### src/hdl/sfs_pkg.sv
`default_nettype none
package sfs_pkg;

  localparam int TURN = 23040;
  localparam int HALF_TURN = 11520;
  localparam int DIV_BITS = 41;

  typedef enum logic [1:0] {
    P_STOP  = 2'd0,
    P_HOLD  = 2'd1,
    P_FIRE  = 2'd2,
    P_STUCK = 2'd3
  } proc_t;

  typedef enum logic [2:0] {
    MODE_STOP   = 3'd0,
    MODE_HOLD   = 3'd1,
    MODE_AUTO   = 3'd2,
    MODE_SINGLE = 3'd3
  } mode_t;

  typedef enum logic [2:0] {
    CFG_HEAT_MARGIN = 3'd0,
    CFG_MAX_RATE    = 3'd1,
    CFG_INTERVAL    = 3'd2,
    CFG_TIMEOUT     = 3'd3,
    CFG_STEP        = 3'd4,
    CFG_TOLERANCE   = 3'd5,
    CFG_STUCK_SPEED = 3'd6,
    CFG_FRICTION    = 3'd7
  } cfg_idx_t;

  typedef enum logic [1:0] {
    C_IDLE,
    C_DIV,
    C_UPDATE,
    C_OUT
  } ctrl_state_t;

  typedef struct packed {
    logic load;
    logic step;
    logic update;
  } dp_cmd_t;

  typedef struct packed {
    logic div_done;
  } dp_stat_t;

endpackage
`default_nettype wire

### src/hdl/sfs_ctrl.sv
`default_nettype none
module sfs_ctrl (
  input  wire logic              clk,
  input  wire logic              rst,
  input  wire logic              in_fire,
  input  wire logic              out_free,
  input  wire sfs_pkg::dp_stat_t stat,
  output sfs_pkg::dp_cmd_t       cmd,
  output logic                   busy,
  output logic                   out_load
);
  import sfs_pkg::*;

  ctrl_state_t state, state_next;

  always_ff @(posedge clk) begin
    if (rst) state <= C_IDLE;
    else state <= state_next;
  end

  always_comb begin
    state_next = state;
    cmd = '0;
    out_load = 1'b0;
    busy = (state != C_IDLE);
    case (state)
      C_IDLE: begin
        if (in_fire) begin
          cmd.load = 1'b1;
          state_next = C_DIV;
        end
      end
      C_DIV: begin
        cmd.step = 1'b1;
        if (stat.div_done) state_next = C_UPDATE;
      end
      C_UPDATE: begin
        cmd.update = 1'b1;
        state_next = C_OUT;
      end
      C_OUT: begin
        if (out_free) begin
          out_load = 1'b1;
          state_next = C_IDLE;
        end
      end
      default: state_next = C_IDLE;
    endcase
  end
endmodule
`default_nettype wire

### src/hdl/sfs_dp.sv
`default_nettype none
module sfs_dp (
  input  wire logic               clk,
  input  wire logic               rst,
  input  wire sfs_pkg::dp_cmd_t   cmd,
  output sfs_pkg::dp_stat_t       stat,
  input  wire logic [2:0]         mode_cmd,
  input  wire logic [7:0]         bullet_speed,
  input  wire logic [15:0]        heat_now,
  input  wire logic [15:0]        heat_max,
  input  wire logic [14:0]        loader_angle,
  input  wire logic signed [15:0] loader_speed,
  input  wire logic [15:0]        heat_margin,
  input  wire logic [7:0]         max_shot_rate,
  input  wire logic [15:0]        shot_interval,
  input  wire logic [15:0]        stuck_timeout,
  input  wire logic [14:0]        loader_step,
  input  wire logic [13:0]        arrive_tolerance,
  input  wire logic signed [15:0] stuck_speed,
  input  wire logic [9:0]         friction_scale,
  output logic [15:0]             friction_ref,
  output logic                    loader_enable,
  output logic [14:0]             loader_ref,
  output logic [1:0]              process_state
);
  import sfs_pkg::*;

  // latched item
  logic [2:0] mode;
  logic [7:0] speed;
  logic [15:0] hnow, hmax;
  logic [14:0] angle;
  logic signed [15:0] lspeed;

  // state
  proc_t process;
  logic fired_mark;
  logic [14:0] loader_target;
  logic [15:0] interval_count, jam_count;

  // restoring divider: mag (41b) / den (18b)
  logic [DIV_BITS-1:0] quo;
  logic [17:0] rem;
  logic [17:0] den;
  logic [5:0] cnt;
  logic neg;
  logic [18:0] rem_sh;
  logic [19:0] rem_try;

  logic signed [17:0] diff;
  logic [17:0] diff_mag;
  logic [40:0] mag_init;

  assign diff = $signed({2'b00, hnow} << 1) - $signed({2'b00, hmax});
  assign diff_mag = diff[17] ? 18'(-diff) : diff;
  assign mag_init = 41'({max_shot_rate, 8'd0}) * 41'(diff_mag);

  assign rem_sh = {rem, quo[DIV_BITS-1]};
  assign rem_try = {1'b0, rem_sh} - {2'b00, den};
  assign stat.div_done = (cnt == 6'd0);

  always_ff @(posedge clk) begin
    if (cmd.load) begin
      mode <= mode_cmd;
      speed <= bullet_speed;
      hnow <= heat_now;
      hmax <= heat_max;
      angle <= loader_angle;
      lspeed <= loader_speed;
    end
  end

  // one step to load the operands, then one step per quotient bit
  always_ff @(posedge clk) begin
    if (rst) begin
      cnt <= '0;
    end else if (cmd.load) begin
      cnt <= 6'(DIV_BITS + 1);
    end else if (cmd.step && cnt != 6'd0) begin
      cnt <= cnt - 6'd1;
    end
  end

  always_ff @(posedge clk) begin
    if (cmd.load) begin
      den <= 18'(heat_max) + {1'b0, heat_margin, 1'b0};
      rem <= '0;
    end else if (cmd.step && cnt == 6'(DIV_BITS + 1)) begin
      quo <= mag_init;
      neg <= diff[17];
      rem <= '0;
    end else if (cmd.step && cnt != 6'd0) begin
      if (!rem_try[19]) begin
        rem <= rem_try[17:0];
        quo <= {quo[DIV_BITS-2:0], 1'b1};
      end else begin
        rem <= rem_sh[17:0];
        quo <= {quo[DIV_BITS-2:0], 1'b0};
      end
    end
  end

  // rate evaluation
  logic [16:0] top;
  logic rate_low;
  assign top = {1'b0, max_shot_rate, 8'd0};
  always_comb begin
    logic signed [43:0] r;
    if (den == 18'd0) r = 44'(signed'({1'b0, top}));
    else if (neg) r = 44'(signed'({1'b0, top})) + 44'(signed'({3'b000, quo}));
    else r = 44'(signed'({1'b0, top})) - 44'(signed'({3'b000, quo}));
    rate_low = (r < 44'sd256);
  end

  function automatic logic arrived_f(input logic [14:0] a, input logic [14:0] t,
                                     input logic [13:0] tol);
    logic signed [15:0] d;
    logic [15:0] m;
    d = $signed({1'b0, a}) - $signed({1'b0, t});
    m = d[15] ? 16'(-d) : 16'(d);
    // angles past half a turn fold the other way
    if (m >= 16'(HALF_TURN)) m = (m <= 16'(TURN)) ? 16'(TURN) - m : m - 16'(TURN);
    return m < {2'b00, tol};
  endfunction

  function automatic logic [14:0] wrap_f(input logic signed [16:0] a);
    logic signed [16:0] v;
    v = a;
    if (v >= 17'sd23040) v = v - 17'sd23040;
    if (v < 0) v = v + 17'sd23040;
    return v[14:0];
  endfunction

  always_ff @(posedge clk) begin
    if (rst) begin
      process <= P_STOP;
      fired_mark <= 1'b0;
      loader_target <= '0;
      interval_count <= '0;
      jam_count <= '0;
    end else if (cmd.update) begin
      proc_t p;
      logic fm, arr, heat_ok;
      logic [14:0] tgt;
      logic [15:0] ic, jc;
      logic [25:0] fr;
      logic [15:0] fq;
      logic [14:0] ref_v;
      p = process; fm = fired_mark; tgt = loader_target;
      ic = interval_count; jc = jam_count;
      heat_ok = ($signed({1'b0, hmax}) - $signed({1'b0, hnow}))
                > $signed({1'b0, heat_margin});
      if (ic != 16'hFFFF) ic = ic + 16'd1;
      if (rate_low) ic = '0;
      else if (ic > shot_interval) ic = shot_interval;
      if (mode == MODE_STOP) p = P_STOP;
      else if (mode == MODE_HOLD) p = P_HOLD;
      else if ((mode == MODE_AUTO || mode == MODE_SINGLE) && heat_ok &&
               p == P_HOLD && ic == shot_interval) begin
        p = P_FIRE;
        ic = '0;
      end
      arr = arrived_f(angle, tgt, arrive_tolerance);
      if (fm && p == P_FIRE) begin
        if (arr) begin
          fm = 1'b0; tgt = angle; p = P_HOLD; jc = '0;
        end else if (lspeed < stuck_speed) begin
          if (jc != 16'hFFFF) jc = jc + 16'd1;
        end
        if (jc > stuck_timeout) begin
          jc = '0; p = P_STUCK;
        end
      end else if (fm && p == P_STUCK) begin
        if (arr) begin
          fm = 1'b0; p = P_HOLD;
        end else begin
          if (jc != 16'hFFFF) jc = jc + 16'd1;
          if (jc > stuck_timeout) begin
            jc = '0; p = P_HOLD; fm = 1'b0;
          end
        end
      end
      fr = 26'(speed) * 26'(friction_scale);
      fq = (fr > 26'hFFFF) ? 16'hFFFF : fr[15:0];
      ref_v = tgt;
      if (p == P_STOP) fq = '0;
      else if (p == P_FIRE) begin
        ref_v = wrap_f(17'(tgt) + 17'(loader_step));
        fm = 1'b1;
      end else if (p == P_STUCK) begin
        ref_v = wrap_f(17'(tgt) - 17'(loader_step));
        fm = 1'b1;
      end
      friction_ref <= fq;
      loader_ref <= ref_v;
      loader_enable <= (p != P_STOP);
      process_state <= p;
      process <= p; fired_mark <= fm; loader_target <= tgt;
      interval_count <= ic; jam_count <= jc;
    end
  end
endmodule
`default_nettype wire

### src/hdl/shooter_feed_sequencer.sv
// the input beat is taken in the idle state; the divide state then loads the operands,
// runs the 41 shift steps of the serial rate divider and checks done, followed by an
// update state and an output state; a new item is taken only while idle, and a result
// waiting on the output holds the block in its output state until it is taken
// reset (rst, synchronous, active high) returns registers to defaults, process to stop,
// and clears fired mark, loader target and both counters
`default_nettype none
module shooter_feed_sequencer (
  input  wire logic        clk,
  input  wire logic        rst,
  input  wire logic        s_axis_tvalid,
  output logic             s_axis_tready,
  // mode_cmd[2:0], bullet_speed[10:3], heat_now[26:11], heat_max[42:27],
  // loader_angle[57:43], loader_speed[73:58]
  input  wire logic [79:0] s_axis_tdata,
  output logic             m_axis_tvalid,
  input  wire logic        m_axis_tready,
  // friction_ref[15:0], loader_enable[16], loader_ref[31:17], process_state[33:32]
  output logic [39:0]      m_axis_tdata,
  input  wire logic        cfg_we,
  input  wire logic [2:0]  cfg_index,
  input  wire logic [15:0] cfg_data
);
  import sfs_pkg::*;

  logic [15:0] heat_margin, shot_interval, stuck_timeout;
  logic [7:0] max_shot_rate;
  logic [14:0] loader_step;
  logic [13:0] arrive_tolerance;
  logic signed [15:0] stuck_speed;
  logic [9:0] friction_scale;

  always_ff @(posedge clk) begin
    if (rst) begin
      heat_margin <= 16'd10;
      max_shot_rate <= 8'd20;
      shot_interval <= 16'd50;
      stuck_timeout <= 16'd500;
      loader_step <= 15'd2880;
      arrive_tolerance <= 14'd320;
      stuck_speed <= 16'sd100;
      friction_scale <= 10'd500;
    end else if (cfg_we) begin
      case (cfg_idx_t'(cfg_index))
        CFG_HEAT_MARGIN: heat_margin <= cfg_data;
        CFG_MAX_RATE:    max_shot_rate <= cfg_data[7:0];
        CFG_INTERVAL:    shot_interval <= cfg_data;
        CFG_TIMEOUT:     stuck_timeout <= cfg_data;
        CFG_STEP:        loader_step <= cfg_data[14:0];
        CFG_TOLERANCE:   arrive_tolerance <= cfg_data[13:0];
        CFG_STUCK_SPEED: stuck_speed <= cfg_data;
        CFG_FRICTION:    friction_scale <= cfg_data[9:0];
        default: ;
      endcase
    end
  end

  dp_cmd_t cmd;
  dp_stat_t stat;
  logic busy, out_load, in_fire;
  logic [15:0] friction_ref;
  logic loader_enable;
  logic [14:0] loader_ref;
  logic [1:0] process_state;

  assign s_axis_tready = !busy;
  assign in_fire = s_axis_tvalid && s_axis_tready;

  sfs_ctrl u_ctrl (
    .clk(clk), .rst(rst), .in_fire(in_fire),
    .out_free(!m_axis_tvalid || m_axis_tready),
    .stat(stat), .cmd(cmd), .busy(busy), .out_load(out_load)
  );

  sfs_dp u_dp (
    .clk(clk), .rst(rst), .cmd(cmd), .stat(stat),
    .mode_cmd(s_axis_tdata[2:0]), .bullet_speed(s_axis_tdata[10:3]),
    .heat_now(s_axis_tdata[26:11]), .heat_max(s_axis_tdata[42:27]),
    .loader_angle(s_axis_tdata[57:43]), .loader_speed(s_axis_tdata[73:58]),
    .heat_margin(heat_margin), .max_shot_rate(max_shot_rate),
    .shot_interval(shot_interval), .stuck_timeout(stuck_timeout),
    .loader_step(loader_step), .arrive_tolerance(arrive_tolerance),
    .stuck_speed(stuck_speed), .friction_scale(friction_scale),
    .friction_ref(friction_ref), .loader_enable(loader_enable),
    .loader_ref(loader_ref), .process_state(process_state)
  );

  always_ff @(posedge clk) begin
    if (rst) m_axis_tvalid <= 1'b0;
    else if (out_load) m_axis_tvalid <= 1'b1;
    else if (m_axis_tready) m_axis_tvalid <= 1'b0;
  end

  always_ff @(posedge clk) begin
    if (out_load)
      m_axis_tdata <= {6'd0, process_state, loader_ref, loader_enable, friction_ref};
  end

  logic unused;
  assign unused = ^s_axis_tdata[79:74];
endmodule
`default_nettype wire
### config.mk
export PLATFORM = sky130hd
export DESIGN_NAME = shooter_feed_sequencer
export DESIGN_NICKNAME = d
export VERILOG_FILES = /design/src/hdl/sfs_pkg.sv /design/src/hdl/sfs_ctrl.sv /design/src/hdl/sfs_dp.sv /design/src/hdl/shooter_feed_sequencer.sv
export SDC_FILE = /design/constraint.sdc
export NUM_CORES = 2
export LEC_CHECK = 0
export BUFFER_PORTS_ARGS = -buffer_cell sky130_fd_sc_hd__clkbuf_2
export CAP_MARGIN = 10
export CELL_PAD_IN_SITES_DETAIL_PLACEMENT = 1
export CELL_PAD_IN_SITES_GLOBAL_PLACEMENT = 1
export CORE_MARGIN = 2
export CORE_UTILIZATION = 45
export DETAILED_ROUTE_END_ITERATION = 10
export HOLD_SLACK_MARGIN = 0.05
export PLACE_DENSITY = 0.82
export SLEW_MARGIN = 20
export SYNTH_ARGS = -nofsm -noshare
export SYNTH_HDL_FRONTEND = slang
export SYNTH_SLANG_ARGS = --single-unit
### constraint.sdc
create_clock -name clk -period 12.5 [get_ports clk]
set_input_delay 2.5 -clock clk [delete_from_list [all_inputs] [get_ports clk]]
set_output_delay 2.5 -clock clk [all_outputs]
set_load 0.02 [all_outputs]
---- After elaboration in Yosys (flattened, before gate mapping) ----
Cells that the tools add are included.
W data, S select, Z words.
operators by class
  bitwise operators ....................... 2
  multipliers ............................. 2
  reductions and logical operators ........ 40
  multiplexer cells ....................... 94
  add/sub/neg operators ................... 20
  magnitude comparators ................... 14
  eq/ne operators ......................... 26
operators with widths
  kind                      count
  $mux W16                  32
  $mux W17                  11
  $mux W15                  9
  $mux W44                  2
  $gt A16 B16 Y1            3
  $lt A44 B10 Y1 const B    1
  $add A16 B41 Y42          1
  $sub A16 B41 Y42          1
  $mux W41                  1
  $mux W18                  2
  $ge A17 B16 Y1 const B    2
  $lt A17 B1 Y1 const B     2
  $mux W34                  1
  $sub A17 B16 Y17 const B  2
  $add A16 B1 Y16 const B   2
  $mux W2                   16
  $ne A16 B16 Y1 const B    2
  $sub A15 B15 Y16          2
  $add A15 B15 Y15 const B  2
  $mul A8 B18 Y26           1
  $reduce_and A2 Y1         11
  $sub A19 B18 Y20          1
  $add A16 B17 Y18          1
  $gt A18 B16 Y1 const B    1
  38 further kinds          89
word-level totals
  bits in registers ....................... 390
  word-level logic and storage cells ...... 231
  input bits .............................. 104
  output and inout bits ................... 42

---- Depth between registers and ports, before layout ----
  depth in word-level cells ............... 40
  mapped depth ............................ 56
  gate-level depth less buffers ........... 53

---- Cells and area by module ----
A second synthesis with hierarchy kept.
unflattened totals
  cell total of the unflattened synthesis .. 3942
  area total of the unflattened synthesis .. 34610.7 sq um
by module, submodules not included
  module                  seq. area each (sq um)  cells an instance  area an instance (sq um)  instances
  sfs_dp                  6496.2                  3470               28922.7                   1
  shooter_feed_sequencer  3263.1                  449                5486.5                    1
  sfs_ctrl                40.0                    23                 201.4                     1

---- Worst setup path before layout ----
No wires, ideal clock.
  path kind ............................... register to register
  start ................................... reg u_dp.angle[0]
  end ..................................... reg u_dp.loader_ref[13] (data pin)
  clock period less this slack ............ 10158 ps
  data arrival time ....................... 9896 ps
  buffers on the path ..................... 0
  setup time .............................. 262 ps
  path slack .............................. 2342 ps
  required time ........................... 12238 ps
  cell stages (with the launch flop) ...... 50
  cell sequence ........................... edfxtp_1 inv_1 ha_1 inv_1 fa_1 a211oi_1 o21ai_0 and2_1 a21oi_1 xnor2_1 nor4b_1 nand2_1 nor4_1 nor3_1 nor3_1 mux2i_1 ha_1 a21boi_0 [14 not listed] o21ai_0 a21boi_0 o21a_1 o21ai_0 a21oi_1 o21a_1 o21ai_0 nand2b_1 xor2_1 o211ai_1 a2111oi_0 xor2_1 ha_1 nor3_1 nor2_1 mux2i_1 mux2i_1 mux2_1
between the ends
  longest elaborated chain between the ends .. 26
  elaborated cells between the ends (all ways) .. 57
  those cells by class .................... add/sub: 10; order compare: 8; eq/ne: 2; mux: 36; reduce/logical: 1
ends and longest elaborated chain
  item                                                      RTL line       RTL
  from (decl)                                               sfs_dp.sv:32   logic [14:0] angle;
  from (signal assigned)                                    sfs_dp.sv:68   angle <= loader_angle;
  $sub A15 B15 Y16                                          sfs_dp.sv:119  d = $signed({1'b0, a}) - $signed({1'b0, t});
  $neg A16 Y16                                              sfs_dp.sv:120  m = d[15] ? 16'(-d) : 16'(d);
  $mux W16                                                  sfs_dp.sv:120
  $sub A16 B15 Y16, or another cell as far along            sfs_dp.sv:122  if (m >= 16'(HALF_TURN)) m = (m <= 16'(TURN)) ? 16'(TURN) - m : m - 16'(TURN);
  $mux W16 (2 in series)                                    sfs_dp.sv:122
  $mux W16                                                  sfs_dp.sv:141  end else if (cmd.update) begin
  $mux W16                                                  sfs_dp.sv:135  if (rst) begin
  $lt A16 B14 Y1                                            sfs_dp.sv:123  return m < {2'b00, tol};
  [9 not listed]                                            n/a
  $mux W17                                                  sfs_dp.sv:186  if (p == P_STOP) fq = '0;
  $mux W17                                                  sfs_dp.sv:141
  $mux W17                                                  sfs_dp.sv:135
  $add A15 B15 Y15 / $lt A17 B1 Y1 (equally long branches)  sfs_dp.sv:130  if (v < 0) v = v + 17'sd23040;
  $mux W15                                                  sfs_dp.sv:130
  $mux W15                                                  sfs_dp.sv:190  end else if (p == P_STUCK) begin
  $mux W15                                                  sfs_dp.sv:187  else if (p == P_FIRE) begin
  $mux W15 *                                                sfs_dp.sv:186
  to (signal assigned)                                      sfs_dp.sv:195  loader_ref <= ref_v;
  to (decl)                                                 sfs_dp.sv:23   output logic [14:0] loader_ref,
Mark *: on every way between the ends. The rest lies on a longest branch, timed or not. The select of a mux whose other input is x is not followed.
A chain may end at the register's enable or synchronous reset.

---- Final worst setup path ----
  start ................................... reg u_dp.hmax[1]
  end ..................................... reg u_dp.loader_ref[13] (data pin)
between the ends
  longest elaborated chain between the ends .. 28
  elaborated cells between the ends (all ways) .. 54
  those cells by class .................... add/sub: 7; order compare: 5; eq/ne: 4; mux: 32; reduce/logical: 6
ends and longest elaborated chain
  item                                                      RTL line       RTL
  from (decl)                                               sfs_dp.sv:31   logic [15:0] hnow, hmax;
  from (signal assigned)                                    sfs_dp.sv:67   hmax <= heat_max;
  $sub A16 B16 Y17 *                                        sfs_dp.sv:151  heat_ok = ($signed({1'b0, hmax}) - $signed({1'b0, hnow}))
  $gt A17 B17 Y1 *                                          sfs_dp.sv:152  > $signed({1'b0, heat_margin});
  $logic_and A1 B1 Y1 * (2 in series)                       sfs_dp.sv:158  else if ((mode == MODE_AUTO || mode == MODE_SINGLE) && heat_ok &&
  $logic_and A1 B1 Y1 *                                     sfs_dp.sv:159  p == P_HOLD && ic == shot_interval) begin
  $mux W2 *                                                 sfs_dp.sv:158
  $mux W2 *                                                 sfs_dp.sv:157  else if (mode == MODE_HOLD) p = P_HOLD;
  $mux W2 *                                                 sfs_dp.sv:156  if (mode == MODE_STOP) p = P_STOP;
  $mux W2 *                                                 sfs_dp.sv:141
  [11 not listed]                                           n/a
  $mux W17                                                  sfs_dp.sv:186
  $mux W17                                                  sfs_dp.sv:141
  $mux W17                                                  sfs_dp.sv:135
  $add A15 B15 Y15 / $lt A17 B1 Y1 (equally long branches)  sfs_dp.sv:130
  $mux W15                                                  sfs_dp.sv:130
  $mux W15                                                  sfs_dp.sv:190
  $mux W15                                                  sfs_dp.sv:187
  $mux W15 *                                                sfs_dp.sv:186
Marks and branches as above.

==> metrics.yaml <==
cp_common_cell: "a21boi_0"
p_leak_nw: 15.9
multi_input_area_um2: 22000
path_max_fanout: 12
crit_required_ps: 12840
synth_top_area_share: 0.177
skew_ps: 36.8
cts_buffers: 48
critPathSlowestCell: "edfxtp_1"
cts_root_buf: "clkbuf_16"
dr.pass1.iters: 5
wl_per_cell_um: 21.2
fin_util: 0.501
async_flop_share: 0
ys_top_cells_by_count: "nand2_1 (516), inv_1 (448), ha_1 (318), nor2_1 (283), a21oi_1 (268)"
yosys.area.top_type: "edfxtp_1"
worstPathArrival_ps: 11830
synth_compound_area_frac: 0.176
synth_warnings: 0
setup_ws_ps: 1010
path_clk_slew_ps: 60
rsz0062_at_grt: "false"
numClockSinks: 389
wirelength_mm: 108
fp.dieH_um: 279
seqCellArea_um2: 9800
synthAdderAreaFrac: 0.206
fillers: 8887
synth_edf_count: 201
synth_top_family_by_area: "adder cells"
slew_violations: 0
synthMuxAreaShare: 0.0244
cts_tree: "built"
grt_pass1_wl_mm: 173
start_util: 0.455
area_delta_synth_final_pct: 9.95
vias: 29700
io_pins: 146
first_global_vias: 31700
viasPerCell: 5.85
p_per_area_nw_per_um2: 266
gp_congestion: 0.891
period_minus_slack_ps: 11490
setup_viol: 0
ant_nets: 0
synth_area_leaders: "edfxtp_1 (18%), ha_1 (12%), dfxtp_1 (11%), fa_1 (8.9%), nand2_1 (5.7%)"
globalRouteTotalUtil: 0.276
max_slew_margin: 0.283
grt_max_degree: 86
synth_cells: 4007
startpoint_type: "flop"
hold_violations: 0
cts_hold_buf: 0
worstMarginPinSlew_ps: 1070
fmax_ghz: 0.0870
antenna_found_initial: 4
critPathCaptureType: "flop"
synth.distinct_cells: 93
place_ws_ps: 253
nets: 4647
syn_avg_cell_area_um2: 8.49
clk_latency_ps: 610
peakVddDrop_mv: 0.334
die_area_um2: 77800
clk_path_buf_depth: 3
yosysMostFrequentCell: "nand2_1"
path_class: "flop to flop"
synthXorXnorAreaFrac: 0.0420
synth-simple-area-share: 0.191
io_buffer_count: 133
maxCapViolations: 0
drtIter0Drc: 1782
row_count: 100
hp-class: "flop to flop"
overflow: 0
status: "finished clean"
period_share: 0.919
htree_levels: 2
drive_gt1_frac: 0.0817
ys_ff_latch: 389
synthFlopType: "edfxtp_1"
core_area_um2: 74700
slowest_delay_ps: 510
drc: 0
final.setup.tns_ps: 0
hpwl_mm: 79.4
yosysSeqAreaShare: 0.288
synth_area_um2: 34000
die_w_um: 279
[critical path: cells and delay by family (launching register included)]
kind / cells / cell delay (ps)
compound gates: 31 / 6210
simple gates: 9 / 1470
fa+ha+maj: 4 / 1180
mux: 4 / 850
xor+xnor: 3 / 620
flops: 1 / 510
buf+inv: 2 / 380
[state kept, by name (all words and copies together) (netlist names), 16 cells and up]
register             cells
u_dp.jam_count          16
u_dp.friction_ref       16
u_dp.quo                41
u_dp.den                17
u_dp.lspeed             16
stuck_speed             16
u_dp.interval_count     16
stuck_timeout           16
m_axis_tdata            34
u_dp.hnow               16
heat_margin             16
shot_interval           16
u_dp.hmax               16
u_dp.rem                18
[power by group]
group | switching (W) | leakage, nW | total [W] | internal (W)
sequential | 0.000171 | 3.40 | 0.00176 | 0.00159
clock | 0.000629 | 0.802 | 0.00151 | 0.000878
combinational | 0.00405 | 11.7 | 0.00668 | 0.00263
[cells in the final DEF (no fill, tap or decap), drive strengths merged, types with 28 or more instances in the layout]
cell type,n
o21ai,182
and3,32
xor2,57
and2,125
a21boi,40
nor4,45
ha,318
edfxtp,201
o21a,54
inv,454
nand4,43
xnor2,106
a31oi,40
o211ai,28
nand2,518
a21oi,269
dfxtp,188
nor2b,48
buf,51
nor3,58
nand3,66
a21o,34
a211oi,59
clkbuf,190
fa,152
nor2,283
mux2i,74
[kinds of logic after synthesis]
logic type | after synthesis
and+or+nand+nor | 1355
AOI/OAI and AO/OA | 916
buffers and inverters | 630
adders and majority gates | 470
DFF | 389
xor gates and xnor gates | 163
muxes | 82
other | 2
[layer usage]
layer / wire length [um] / track usage / vias up
li1: - / - / 14000
met3: 4670 / 0.0341 / 195
met2: 52600 / 0.485 / 646
met4: 4060 / 0.0977 / 8
met1: 46400 / 0.349 / 14900
met5: 59 / 0 / -
[path summary, 6_finish.rpt]
path / start / end / slack (ps) / depth (start not counted)
setup / recovery: u_dp.hmax[1] / u_dp.loader_ref[13] / 1010 / 53
hold / removal: u_dp.process_state[0] / m_axis_tdata[32] / 420 / 0
setup reg to reg: u_dp.hmax[1] / u_dp.loader_ref[13] / 1010 / 53
hold reg to reg: u_dp.process_state[0] / m_axis_tdata[32] / 420 / 0
[final cells by class]
cell class	count	area share
Antenna cell	1	0.0000669
Clock buffer	58	0.0350
Clock inverter	31	0.00960
Inverter	451	0.0453
Multi-Input combinational cell	3000	0.587
Sequential cell	389	0.262
Tap cell	969	0.0324
Timing Repair Buffer	183	0.0282
[through the flow]
| step | total power, W | instance area (um2) | hold WS, ps | instances |
|---|---|---|---|---|
| floorplan | 0.00658 | 34100 | 400 | 4019 |
| global placement | 0.00799 | 35600 | 403 | 4991 |
| detailed placement | 0.00833 | 35600 | 406 | 4991 |
| CTS | 0.00995 | 37300 | 418 | 5080 |
| global route | 0.0109 | 37400 | 432 | 5081 |
| finish | 0.00995 | 37400 | 418 | 5082 |
[timing repair]
action | CTS | global route
setup endpoints to repair | 0 | 6
buffers inserted | 0 | 0
resized for setup | 0 | 20
No activity file was read; power rests on OpenSTA's default activity.
